### src/rtl/core/mvhfe_pkg.sv
// Shared types, start codes and decode functions for the MPEG-2 video header field extractor.
package mvhfe_pkg;

    localparam logic [31:0] CODE_SEQ      = 32'h0000_01b3;
    localparam logic [31:0] CODE_EXT      = 32'h0000_01b5;
    localparam logic [31:0] CODE_GOP      = 32'h0000_01b8;
    localparam logic [31:0] CODE_PIC      = 32'h0000_0100;
    localparam logic [31:0] CODE_SLICE_LO = 32'h0000_0101;
    localparam logic [31:0] CODE_SLICE_HI = 32'h0000_01af;
    localparam logic [31:0] ALL_ONES      = 32'hffff_ffff;

    localparam int NUM_FIELDS = 30;
    localparam int ID_W       = 5;
    localparam int VAL_W      = 32;
    localparam logic [ID_W-1:0] LAST_ID = ID_W'(NUM_FIELDS - 1);

    localparam logic [3:0] EXT_SEQ  = 4'd1;
    localparam logic [3:0] EXT_DISP = 4'd2;
    localparam logic [3:0] EXT_PIC  = 4'd8;

    typedef enum logic [2:0] {
        KIND_NONE = 3'd0,
        KIND_SEQ  = 3'd1,
        KIND_EXT  = 3'd2,
        KIND_GOP  = 3'd3,
        KIND_PIC  = 3'd4
    } kind_t;

    typedef struct packed {
        logic [5:0]  pres;
        logic [13:0] hsize;
        logic [13:0] vsize;
        logic [13:0] dhsize;
        logic [13:0] dvsize;
        logic [31:0] rnum;
        logic [31:0] rden;
        logic [29:0] brate;
        logic [2:0]  aspect;
        logic        lowdelay;
        logic [7:0]  profile;
        logic        prog;
        logic [9:0]  chroma;
        logic [2:0]  vfmt;
        logic [7:0]  prim;
        logic [7:0]  transfer;
        logic [7:0]  matrix;
        logic        closed;
        logic        tff;
        logic [9:0]  tref;
        logic [1:0]  ftype;
        logic [31:0] vbv;
    } fld_t;

    function automatic logic [31:0] rate_num(input logic [3:0] c);
        logic [31:0] r;
        case (c)
            4'd1:    r = 32'd24000;
            4'd2:    r = 32'd24;
            4'd3:    r = 32'd25;
            4'd4:    r = 32'd30000;
            4'd5:    r = 32'd30;
            4'd6:    r = 32'd50;
            4'd7:    r = 32'd60000;
            4'd8:    r = 32'd60;
            default: r = 32'd0;
        endcase
        return r;
    endfunction

    function automatic logic [31:0] rate_den(input logic [3:0] c);
        logic [31:0] r;
        case (c)
            4'd1, 4'd4, 4'd7:             r = 32'd1001;
            4'd2, 4'd3, 4'd5, 4'd6, 4'd8: r = 32'd1;
            default:                      r = 32'd0;
        endcase
        return r;
    endfunction

    function automatic logic [3:0] needed_bytes(input kind_t k, input logic [7:0] b0);
        logic [3:0] n;
        n = 4'd1;
        unique case (k)
            KIND_SEQ: n = 4'd7;
            KIND_GOP: n = 4'd4;
            KIND_PIC: n = 4'd4;
            KIND_EXT:
            begin
                case (b0[7:4])
                    EXT_SEQ:  n = 4'd6;
                    EXT_DISP: n = 4'd8;
                    EXT_PIC:  n = 4'd4;
                    default:  n = 4'd1;
                endcase
            end
            default: n = 4'd1;
        endcase
        return n;
    endfunction

    // The header word holds the first captured byte in its top bits.
    function automatic fld_t decode(input fld_t f, input kind_t k, input logic [63:0] w);
        fld_t        r;
        logic [2:0]  pt;
        logic [34:0] pn;
        logic [37:0] pd;
        r  = f;
        pn = f.rnum * ({1'b0, w[22:21]} + 3'd1);
        pd = f.rden * ({1'b0, w[20:16]} + 6'd1);
        pt = w[53:51];
        unique case (k)
            KIND_SEQ:
            begin
                r.pres[0] = 1'b1;
                r.hsize   = {2'b0, w[63:52]};
                r.vsize   = {2'b0, w[51:40]};
                r.aspect  = (w[39:36] >= 4'd2 && w[39:36] <= 4'd4) ? w[38:36] : 3'd0;
                r.rnum    = rate_num(w[35:32]);
                r.rden    = rate_den(w[35:32]);
                r.brate   = {12'b0, w[31:14]};
            end
            KIND_EXT:
            begin
                case (w[63:60])
                    EXT_SEQ:
                    begin
                        r.pres[1]      = 1'b1;
                        r.hsize[13:12] = f.hsize[13:12] | w[48:47];
                        r.vsize[13:12] = f.vsize[13:12] | w[46:45];
                        r.brate[29:18] = f.brate[29:18] | w[44:33];
                        r.lowdelay     = w[23];
                        if (f.rnum != 32'd0)
                        begin
                            r.rnum = (pn[34:32] != 3'd0) ? ALL_ONES : pn[31:0];
                            r.rden = (pd[37:32] != 6'd0) ? ALL_ONES : pd[31:0];
                        end
                        r.profile = w[59:52];
                        r.prog    = w[51];
                        case (w[50:49])
                            2'd1:    r.chroma = 10'd420;
                            2'd2:    r.chroma = 10'd422;
                            2'd3:    r.chroma = 10'd444;
                            default: r.chroma = 10'd0;
                        endcase
                    end
                    EXT_DISP:
                    begin
                        r.pres[2] = 1'b1;
                        r.vfmt    = w[59:57];
                        if (w[56])
                        begin
                            r.pres[4]  = 1'b1;
                            r.prim     = w[55:48];
                            r.transfer = w[47:40];
                            r.matrix   = w[39:32];
                        end
                        r.dhsize = w[31:18];
                        r.dvsize = w[16:3];
                    end
                    EXT_PIC:
                    begin
                        r.pres[3] = 1'b1;
                        r.tff     = w[39];
                    end
                    default: r = f;
                endcase
            end
            KIND_GOP:
            begin
                r.pres[5] = 1'b1;
                r.closed  = w[38];
            end
            KIND_PIC:
            begin
                r.tref  = w[63:54];
                r.ftype = (pt >= 3'd1 && pt <= 3'd3) ? pt[1:0] : 2'd0;
                r.vbv   = {16'b0, w[50:35]};
            end
            default: r = f;
        endcase
        return r;
    endfunction

endpackage

### src/rtl/core/mvhfe_parser.sv
// Start code search, header capture and field decode, one byte per cycle while byte_en is high.
module mvhfe_parser
    import mvhfe_pkg::*;
(
    input  logic       clk,
    input  logic       rst_n,
    input  logic       byte_en,
    input  logic [7:0] data_byte,
    input  logic       last_byte,
    output fld_t       fields
);

    logic [31:0] win_reg, win_next;
    kind_t       kind_reg, kind_next;
    logic [3:0]  cnt_reg, cnt_next;
    logic        slice_reg, slice_next;
    logic [7:0]  hbuf_reg [8];
    logic [7:0]  hbuf_next [8];
    fld_t        fld_reg, fld_next;

    logic [7:0]  b [8];
    logic [3:0]  cnt_a;
    logic        is_hdr, is_slice, dec_main, en_main;
    kind_t       new_kind, kind_after, mkind;
    logic [63:0] w;
    fld_t        f1, f2;

    always_comb
    begin
        win_next   = win_reg;
        b          = hbuf_reg;
        cnt_a      = cnt_reg;
        is_hdr     = 1'b0;
        is_slice   = 1'b0;
        dec_main   = 1'b0;
        new_kind   = KIND_NONE;
        if (!slice_reg)
        begin
            win_next = {win_reg[23:0], data_byte};
            if (kind_reg != KIND_NONE)
            begin
                if (cnt_reg < 4'd8)
                    b[cnt_reg[2:0]] = data_byte;
                cnt_a = cnt_reg + 4'd1;
                if (cnt_a >= needed_bytes(kind_reg, b[0]))
                    dec_main = 1'b1;
            end
            is_hdr = win_next == CODE_SEQ || win_next == CODE_EXT ||
                     win_next == CODE_GOP || win_next == CODE_PIC;
            is_slice = win_next >= CODE_SLICE_LO && win_next <= CODE_SLICE_HI;
            if ((is_hdr || is_slice) && kind_reg != KIND_NONE)
                dec_main = 1'b1;
            new_kind = (win_next == CODE_SEQ) ? KIND_SEQ :
                       (win_next == CODE_EXT) ? KIND_EXT :
                       (win_next == CODE_GOP) ? KIND_GOP : KIND_PIC;
        end
        kind_after = is_hdr ? new_kind : (dec_main ? KIND_NONE : kind_reg);
        en_main    = dec_main || (last_byte && kind_after != KIND_NONE && !is_hdr);
        mkind      = dec_main ? kind_reg : kind_after;
        w          = {b[0], b[1], b[2], b[3], b[4], b[5], b[6], b[7]};
        f1         = en_main ? decode(fld_reg, mkind, w) : fld_reg;
        f2         = (last_byte && is_hdr) ? decode(f1, new_kind, 64'd0) : f1;
        fields     = f2;

        slice_next = slice_reg | is_slice;
        kind_next  = kind_after;
        cnt_next   = (is_hdr || dec_main) ? 4'd0 : cnt_a;
        hbuf_next  = b;
        if (is_hdr)
            hbuf_next = '{default: 8'd0};
        fld_next = f2;
        if (last_byte)
        begin
            win_next      = ALL_ONES;
            kind_next     = KIND_NONE;
            cnt_next      = 4'd0;
            slice_next    = 1'b0;
            hbuf_next     = '{default: 8'd0};
            fld_next.pres  = 6'd0;
            fld_next.ftype = 2'd0;
            fld_next.tref  = 10'd0;
            fld_next.tff   = 1'b0;
            fld_next.vbv   = ALL_ONES;
        end
    end

    always_ff @(posedge clk or negedge rst_n)
    begin
        if (!rst_n)
        begin
            win_reg   <= ALL_ONES;
            kind_reg  <= KIND_NONE;
            cnt_reg   <= 4'd0;
            slice_reg <= 1'b0;
            hbuf_reg  <= '{default: 8'd0};
            fld_reg   <= fld_t'({{($bits(fld_t) - 32){1'b0}}, ALL_ONES});
        end
        else if (byte_en)
        begin
            win_reg   <= win_next;
            kind_reg  <= kind_next;
            cnt_reg   <= cnt_next;
            slice_reg <= slice_next;
            hbuf_reg  <= hbuf_next;
            fld_reg   <= fld_next;
        end
    end

endmodule

### src/rtl/core/mvhfe_report.sv
// Report register bank and the record serializer for one frame.
module mvhfe_report
    import mvhfe_pkg::*;
(
    input  logic              clk,
    input  logic              rst_n,
    input  logic              load,
    input  fld_t              fields,
    output logic              busy,
    output logic              m_tvalid,
    input  logic              m_tready,
    output logic [ID_W-1:0]   field_id,
    output logic [VAL_W-1:0]  field_value,
    output logic              last_field
);

    logic [VAL_W-1:0] rpt_reg [NUM_FIELDS];
    logic [VAL_W-1:0] vals [NUM_FIELDS];
    logic [ID_W-1:0]  idx_reg;
    logic             busy_reg;

    always_comb
    begin
        for (int i = 0; i < 6; i++)
            vals[i] = {31'd0, fields.pres[i]};
        vals[6]  = {18'd0, fields.hsize};
        vals[7]  = {18'd0, fields.vsize};
        vals[8]  = {31'd0, fields.aspect != 3'd0};
        case (fields.aspect)
            3'd2:    begin vals[9] = 32'd4;   vals[10] = 32'd3;   end
            3'd3:    begin vals[9] = 32'd16;  vals[10] = 32'd9;   end
            3'd4:    begin vals[9] = 32'd221; vals[10] = 32'd100; end
            default: begin vals[9] = 32'd0;   vals[10] = 32'd0;   end
        endcase
        vals[11] = {31'd0, fields.rnum != 32'd0};
        vals[12] = fields.rnum;
        vals[13] = fields.rden;
        vals[14] = {2'd0, fields.brate};
        vals[15] = {31'd0, fields.lowdelay};
        vals[16] = {24'd0, fields.profile};
        vals[17] = {31'd0, fields.prog};
        vals[18] = {22'd0, fields.chroma};
        vals[19] = {29'd0, fields.vfmt};
        vals[20] = {24'd0, fields.prim};
        vals[21] = {24'd0, fields.transfer};
        vals[22] = {24'd0, fields.matrix};
        vals[23] = {18'd0, fields.dhsize};
        vals[24] = {18'd0, fields.dvsize};
        vals[25] = {31'd0, fields.closed};
        vals[26] = {31'd0, fields.tff};
        vals[27] = {22'd0, fields.tref};
        vals[28] = {30'd0, fields.ftype};
        vals[29] = fields.vbv;
    end

    always_ff @(posedge clk)
    begin
        if (load)
            rpt_reg <= vals;
    end

    always_ff @(posedge clk or negedge rst_n)
    begin
        if (!rst_n)
        begin
            busy_reg <= 1'b0;
            idx_reg  <= '0;
        end
        else if (load)
        begin
            busy_reg <= 1'b1;
            idx_reg  <= '0;
        end
        else if (busy_reg && m_tready)
        begin
            if (idx_reg == LAST_ID)
            begin
                busy_reg <= 1'b0;
                idx_reg  <= '0;
            end
            else
                idx_reg <= idx_reg + 1'b1;
        end
    end

    assign busy        = busy_reg;
    assign m_tvalid    = busy_reg;
    assign field_id    = idx_reg;
    assign field_value = rpt_reg[idx_reg];
    assign last_field  = idx_reg == LAST_ID;

endmodule

### src/rtl/core/mpeg2_video_header_field_extractor.sv
// Top level of the MPEG-2 video header field extractor.
//
//  Channel   Dir  tdata (low bit up)                     tlast
//  s_axis    in   data_byte[7:0]                         last_byte
//  m_axis    out  field_id[4:0], field_value[36:5], 0s   last_field
//
// A byte is parsed in the cycle it is accepted, one byte per clock while s_tready is high.
// The last byte of a frame loads a 30-item report, which appears on the output the next
// cycle and drains one item per cycle from the report registers while m_tready is high.
// Bytes keep flowing while a report drains; only a last byte waits until it has drained.
// Reset clears all header state; output stalls freeze the report counter.
module mpeg2_video_header_field_extractor
    import mvhfe_pkg::*;
(
    input  logic        clk,
    input  logic        rst_n,
    input  logic        s_tvalid,
    output logic        s_tready,
    input  logic [7:0]  s_tdata,   // data_byte
    input  logic        s_tlast,
    output logic        m_tvalid,
    input  logic        m_tready,
    output logic [39:0] m_tdata,   // field_id, field_value, zero pad
    output logic        m_tlast
);

    logic             accept;
    logic             busy;
    fld_t             fields;
    logic [ID_W-1:0]  field_id;
    logic [VAL_W-1:0] field_value;

    assign s_tready = !(busy && s_tlast);
    assign accept   = s_tvalid && s_tready;

    mvhfe_parser u_parser (
        .clk       (clk),
        .rst_n     (rst_n),
        .byte_en   (accept),
        .data_byte (s_tdata),
        .last_byte (s_tlast),
        .fields    (fields)
    );

    mvhfe_report u_report (
        .clk         (clk),
        .rst_n       (rst_n),
        .load        (accept && s_tlast),
        .fields      (fields),
        .busy        (busy),
        .m_tvalid    (m_tvalid),
        .m_tready    (m_tready),
        .field_id    (field_id),
        .field_value (field_value),
        .last_field  (m_tlast)
    );

    assign m_tdata = {3'b000, field_value, field_id};

endmodule

### config.mk
export PLATFORM = sky130hd
export DESIGN_NAME = mpeg2_video_header_field_extractor
export DESIGN_NICKNAME = d
export VERILOG_FILES = /design/src/rtl/core/mvhfe_pkg.sv /design/src/rtl/core/mvhfe_parser.sv /design/src/rtl/core/mvhfe_report.sv /design/src/rtl/core/mpeg2_video_header_field_extractor.sv
export SDC_FILE = /design/constraint.sdc
export NUM_CORES = 2
export LEC_CHECK = 0
export ABC_AREA = 1
export ABC_CLOCK_PERIOD_IN_PS = 10600
export BUFFER_PORTS_ARGS = -buffer_cell sky130_fd_sc_hd__buf_2
export CAP_MARGIN = 15
export CORE_UTILIZATION = 60
export CTS_CLUSTER_SIZE = 25
export DETAILED_ROUTE_END_ITERATION = 12
export PLACE_DENSITY = 0.73
export RECOVER_POWER = 50
export SLEW_MARGIN = 25
export SYNTH_ARGS = -nofsm -noshare
export SYNTH_HDL_FRONTEND = slang
export SYNTH_SLANG_ARGS = --single-unit
### constraint.sdc
create_clock -name clk -period 10.6 [get_ports clk]
set_clock_uncertainty 0.2 [all_clocks]
set_input_delay 1.59 -clock clk [delete_from_list [all_inputs] [get_ports clk]]
set_output_delay 1.59 -clock clk [all_outputs]
set_load 0.1 [all_outputs]
=== After elaboration in Yosys (flattened, before gate mapping) ===
Memory sizes are Yosys's and may differ from the RTL's.
Cells that the tools add are included.

* Multiplexer cells: 82
* Order comparisons: 11
* Bitwise logic cells: 6
* Multiply operators: 2
* Add/sub/neg operators: 4
* Reductions and logical operators: 37
* Eq/ne operators: 31

{| class="wikitable"
|+ Operators by type and width
! cell !! number
|-
| $mux 64 || 8
|-
| $mux 252 || 2
|-
| $pmux 97 s2 || 1
|-
| $bmux 32 s5 || 1
|-
| $eq 32x9->1 const B || 4
|-
| $mux 32 || 4
|-
| $pmux 40 s3 || 1
|-
| $mux 97 || 1
|-
| $mux 44 || 2
|-
| $mux 76 || 1
|-
| $mux 24 || 3
|-
| $bwmux 64 || 1
|-
| $reduce_bool 32->1 || 2
|-
| $pmux 29 s2 || 1
|-
| $mux 28 || 2
|-
| $mux 47 || 1
|-
| $mux 45 || 1
|-
| $mul 32x38->38 || 1
|-
| $mul 32x35->35 || 1
|-
| $ge 32x9->1 const B || 1
|-
| $le 32x9->1 const B || 1
|-
| $mux 29 || 1
|-
| $mux 4 || 7
|-
| $mux 27 || 1
|-
| other kinds (49) || 124
|}

* Memories kept: 2
* Logic and storage cells: 242
* Register bits: 669
* Bits in read-only memories: 368
* Input bits: 13
* Output and inout bits: 43

{| class="wikitable"
|+ Memories
! name !! words !! width !! rd ports !! clocked after memory_dff !! write ports !! RTL line !! RTL
|-
| (name not given) || 16 || 16 || 1 || 0 || 0 || mvhfe_pkg.sv:56 || <nowiki>case (c)</nowiki>
|-
| (name not given) || 16 || 7 || 1 || 0 || 0 || mvhfe_pkg.sv:72 || <nowiki>case (c)</nowiki>
|}

=== Logic depth before layout (Yosys ltp) ===
* Word-level depth: 30
* Mapped depth: 47
* Mapped depth without buffers: 44

=== Modules after synthesis ===
A second synthesis with hierarchy kept.

* Cells, all modules: 5,769
* Area, all modules: 43,286.5 um^2

{| class="wikitable"
|+ Modules (own cells, without submodules)
! module !! area each (um^2) !! cells an instance !! sequential area each (um^2) !! instances
|-
| mvhfe_parser || 32,557.5 || 4,884 || 8,703.3 || 1
|-
| mvhfe_report || 10,680.2 || 876 || 7,867.5 || 1
|-
| mpeg2_video_header_field_extractor || 48.8 || 9 || 0.0 || 1
|}

=== Worst setup path before layout ===
OpenSTA, ideal clock, no wires.

* Path kind: input port to flip-flop
* Start point: input s_tlast
* End point: register u_report.rpt_reg[0] (netlist bit) (enable)
* Arrival: 10,056 ps
* Setup time: 721 ps
* Cell stages on the path: 6
* Data required time: 9,679 ps
* Setup slack: -377 ps
* Path through: nand2_1 nand2_1 inv_1 nand2_1 clkinv_1 clkbuf_1

* Cells in the longest elaborated chain, start to end: 4

{| class="wikitable"
|+ Ends and longest elaborated chain
! item !! RTL line !! RTL
|-
| start: declaration || mpeg2_video_header_field_extractor.sv:20 || <nowiki>input logic s_tlast,</nowiki>
|-
| $logic_and 1x1->1 || mpeg2_video_header_field_extractor.sv:33 || <nowiki>assign s_tready = !(busy && s_tlast);</nowiki>
|-
| $logic_not 1->1 || mpeg2_video_header_field_extractor.sv:33 ||
|-
| $logic_and 1x1->1 || mpeg2_video_header_field_extractor.sv:34 || <nowiki>assign accept = s_tvalid && s_tready;</nowiki>
|-
| $logic_and 1x1->1 (*) || mpeg2_video_header_field_extractor.sv:48 || <nowiki>.load (accept && s_tlast),</nowiki>
|-
| net u_report.load || mvhfe_report.sv:7 || <nowiki>input logic load,</nowiki>
|-
| end signal: assignment || mvhfe_report.sv:59 || <nowiki>rpt_reg <= vals;</nowiki>
|-
| end: declaration || mvhfe_report.sv:17 || <nowiki>logic [VAL_W-1:0] rpt_reg [NUM_FIELDS];</nowiki>
|}

Mark *: on every way through the listed nets, which the timed path passes. The rest lies on a longest branch.
A chain may end at the register's enable or synchronous reset.

=== Worst setup path after layout ===
* Start point: input s_tdata[4]
* End point: register u_report.rpt_reg[644] (netlist bit), data pin

* Cells in the longest elaborated chain, start to end: 25
* Elaborated cells on any way between the ends: 59

{| class="wikitable"
|+ Ends and longest elaborated chain
! item !! RTL line !! RTL
|-
| start: declaration || mpeg2_video_header_field_extractor.sv:19 || <nowiki>input logic [7:0] s_tdata,</nowiki>
|-
| branches (longest 22 deep; another with $ge 4x4->1) || n/a ||
|-
| $mux 252 (*) || mvhfe_parser.sv:62 || <nowiki>f2 = (last_byte && is_hdr) ? decode(f1, new_kind, 64'd0) : f1;</nowiki>
|-
| $eq 3x3->1 / $eq 3x2->1 (equally long branches) || mvhfe_report.sv:29 || <nowiki>case (fields.aspect)</nowiki>
|-
| $pmux 40 s3 (*) || mvhfe_report.sv:29 ||
|}

Mark *: on every way between the ends. The select of a mux whose other input is x is not followed.

==> flow_summary.json <==
{
  "dpl.hpwl_um": 83400,
  "clockBufferDepth": 3,
  "largest_register_ffs": 257,
  "finalHoldViolCount": 0,
  "setup_viol": 0,
  "slowest_stage": "nand3_1",
  "yosysWarnings": 0,
  "synth_cells": 5005,
  "core_um2": 64900,
  "fp.dieH_um": 259,
  "worstSetupPathType": "in2reg",
  "slew_viol_final": 643,
  "hp-class": "reg2reg",
  "vdd_drop_max_v": 0.000119,
  "place_congestion": 0.953,
  "cpPeakStageDelay_ns": 1.20,
  "clock_latency_ns": 0.63,
  "cts_tree": "done",
  "worst_pin_slew_ns": 5.59,
  "async_reset_ff_share_pct": 57.7,
  "cp_max_fo": 54,
  "die_width_um": 259,
  "drtAntennaViolNets": 0,
  "grt_max_degree": 177,
  "wl_per_cell_um": 20.5,
  "start_util_pct": 61.2,
  "synth_edf_count": 257,
  "syn_area_um2": 39700,
  "avgSynthCellArea_um2": 7.94,
  "synthToLayoutAreaGrowth_pct": 6.91,
  "drive_gt1_share_pct": 7.82,
  "grt.total_usage_pct": 36.1,
  "fmax_ghz": 0.110,
  "rsz0062_at_grt": "false",
  "seq_area_frac_synth_pct": 41.7,
  "fin_crit_sh_pct": 85.9,
  "post_cts_buffers": 0,
  "via_count": 34400,
  "antenna_found_initial": 2,
  "yosys_register_bits": 608,
  "postCtsHoldBufs": 0,
  "nets": 5194,
  "synthFlopType": "dfrtp_1",
  "end_kind": "flop",
  "antenna_cells": 0,
  "dp_cells": 5721,
  "portBuffers": 52,
  "maxSlewHeadroom_pct": -273,
  "p_per_area_nw_per_um2": 175,
  "violations": "capacitance limit, slew limit",
  "root_buffer": "clkbuf_16",
  "start_kind": "input port",
  "worstPathArrival_ns": 9.36,
  "grt_pass1_vias": 33400,
  "cts_max_level": 3,
  "ys_types": 72,
  "max-cap-violations": 9,
  "setup_tns_ns": 0,
  "required_ns": 10.86,
  "dieArea_um2": 67200,
  "post-route-min-period_ns": 9.10,
  "grt_pass1_wl_um": 188000,
  "routed_wl_um": 120000,
  "viasPerCell": 5.89,
  "cts_buffers": 67,
  "first_pass_iters": 6,
  "clock_sinks": 608,
  "outcome": "finished, violations left",
  "p_leak_nw": 20.3,
  "cts_resized": 0,
  "drt-initial-drc-count": 3990,
  "finalNonFillerCells": 5844,
  "remaining_drc_errors": 0,
  "io_pins": 56,
  "path_clk_slew_ns": 0.06,
  "grt.overflow.total": 0,
  "rows": 93
}
-- synthesized netlist by cell type (22+ instances only) --
library cell | n | area share (%)
buf_2 | 38 | 0.48
a21oi_2 | 29 | 0.64
nor2_1 | 455 | 4.3
o22ai_1 | 57 | 0.90
nand3_1 | 210 | 2.6
xnor2_1 | 25 | 0.55
xor2_1 | 25 | 0.55
nand2_1 | 1337 | 13
dfstp_2 | 56 | 3.7
clkbuf_1 | 157 | 1.5
o21bai_1 | 32 | 0.60
ha_1 | 94 | 3.0
nor3_1 | 26 | 0.33
inv_1 | 701 | 6.6
dfrtp_1 | 295 | 19
o21ai_2 | 27 | 0.60
o21ai_0 | 376 | 4.7
edfxtp_1 | 257 | 19
a21oi_1 | 242 | 3.0
o21ai_1 | 73 | 0.92
fa_1 | 152 | 7.7
a22oi_1 | 26 | 0.49
nand4_1 | 32 | 0.50
a22o_1 | 22 | 0.49
-- worst paths after layout --
path	start	endpoint	slack (ns)	cells past startpoint
worst max-delay path	s_tdata[4]	u_report.rpt_reg[644]	1.50	25
worst min-delay path	u_parser.win_reg[20]	u_parser.win_reg[20]	0.26	2
worst max register to register	u_parser.kind_reg[0]	u_report.rpt_reg[533]	2.18	35
worst min register to register	u_parser.win_reg[20]	u_parser.win_reg[20]	0.26	2
max in group asynchronous	rst_n	u_parser.fld_reg[227]	2.32	3
min in group asynchronous	rst_n	u_parser.cnt_reg[0]	2.85	1
-- per-stage QoR --
step           hold WS, ns  total power [W]  instance area (um^2)  setup WS [ns]  utilization, %
2_1_floorplan        0.244          0.00441                 39700           2.40               -
3_3_place_gp         0.250          0.00509                 40400           1.74            62.3
3_5_place_dp         0.256          0.00512                 40400           1.50            62.3
4_1_cts              0.266          0.00741                 42600           2.00            65.6
5_1_grt              0.288          0.00775                 42500          0.911            65.4
6_report             0.265          0.00744                 42500           1.50            65.4
-- routing by layer --
layer | track usage [%] | routed length (um) | vias to the layer above
met5 | 0 | 22 | -
met4 | 18.2 | 6490 | 4
met3 | 5.37 | 9890 | 314
met2 | 58.4 | 55900 | 1663
met1 | 47.7 | 47500 | 16500
li1 | - | - | 16000
-- placed cells by master, fill, tap and decap left out, types with 57 or more instances in the layout --
cell / count
edfxtp_1: 257
inv_1: 698
o21ai_0: 375
a21oi_1: 243
nand3_1: 211
o22ai_1: 57
dfrtp_1: 295
o21ai_1: 73
nand2_1: 1337
fa_1: 152
ha_1: 93
clkbuf_16: 68
nor2_1: 452
-- final cells by class --
class / count / area, um^2
fillers: 5552 / 22500
multi-input cells: 3426 / 19300
flip-flops and latches: 608 / 16600
inverters: 729 / 2760
clock buffers: 95 / 1820
well taps: 855 / 1070
repair buffers: 103 / 628
clock inverters: 28 / 308
-- cell families (layout without fill, tap and decap cells) --
family | after synthesis | in the layout | share of synthesized area, %
AND/OR/NAND/NOR | 2143 | 2143 | 22.3
AO/OA/AOI/OAI | 978 | 978 | 14.4
buffers and inverters | 973 | 955 | 9.71
flip-flops | 608 | 608 | 41.7
adder cells (fa/ha/maj) | 246 | 246 | 10.6
XOR/XNOR | 50 | 50 | 1.10
multiplexers | 6 | 6 | 0.151
other | 1 | 3 | 0.00944
-- worst max-delay path: cells and delay by family --
kind / cells / cell delay (ns)
adder cells (fa/ha/maj): 1 / 0.17
AO/OA/AOI/OAI: 7 / 1.95
AND/OR/NAND/NOR: 11 / 2.70
XOR/XNOR: 1 / 0.19
buffers and inverters: 5 / 2.69
-- power by group --
part / internal [W] / total (W) / switching (W)
clock: 0.00130 / 0.00230 / 0.00101
combinational: 0.000592 / 0.00216 / 0.00157
sequential: 0.00278 / 0.00298 / 0.000193
total: 0.00467 / 0.00744 / 0.00277
(Power assumes the default switching activity.)
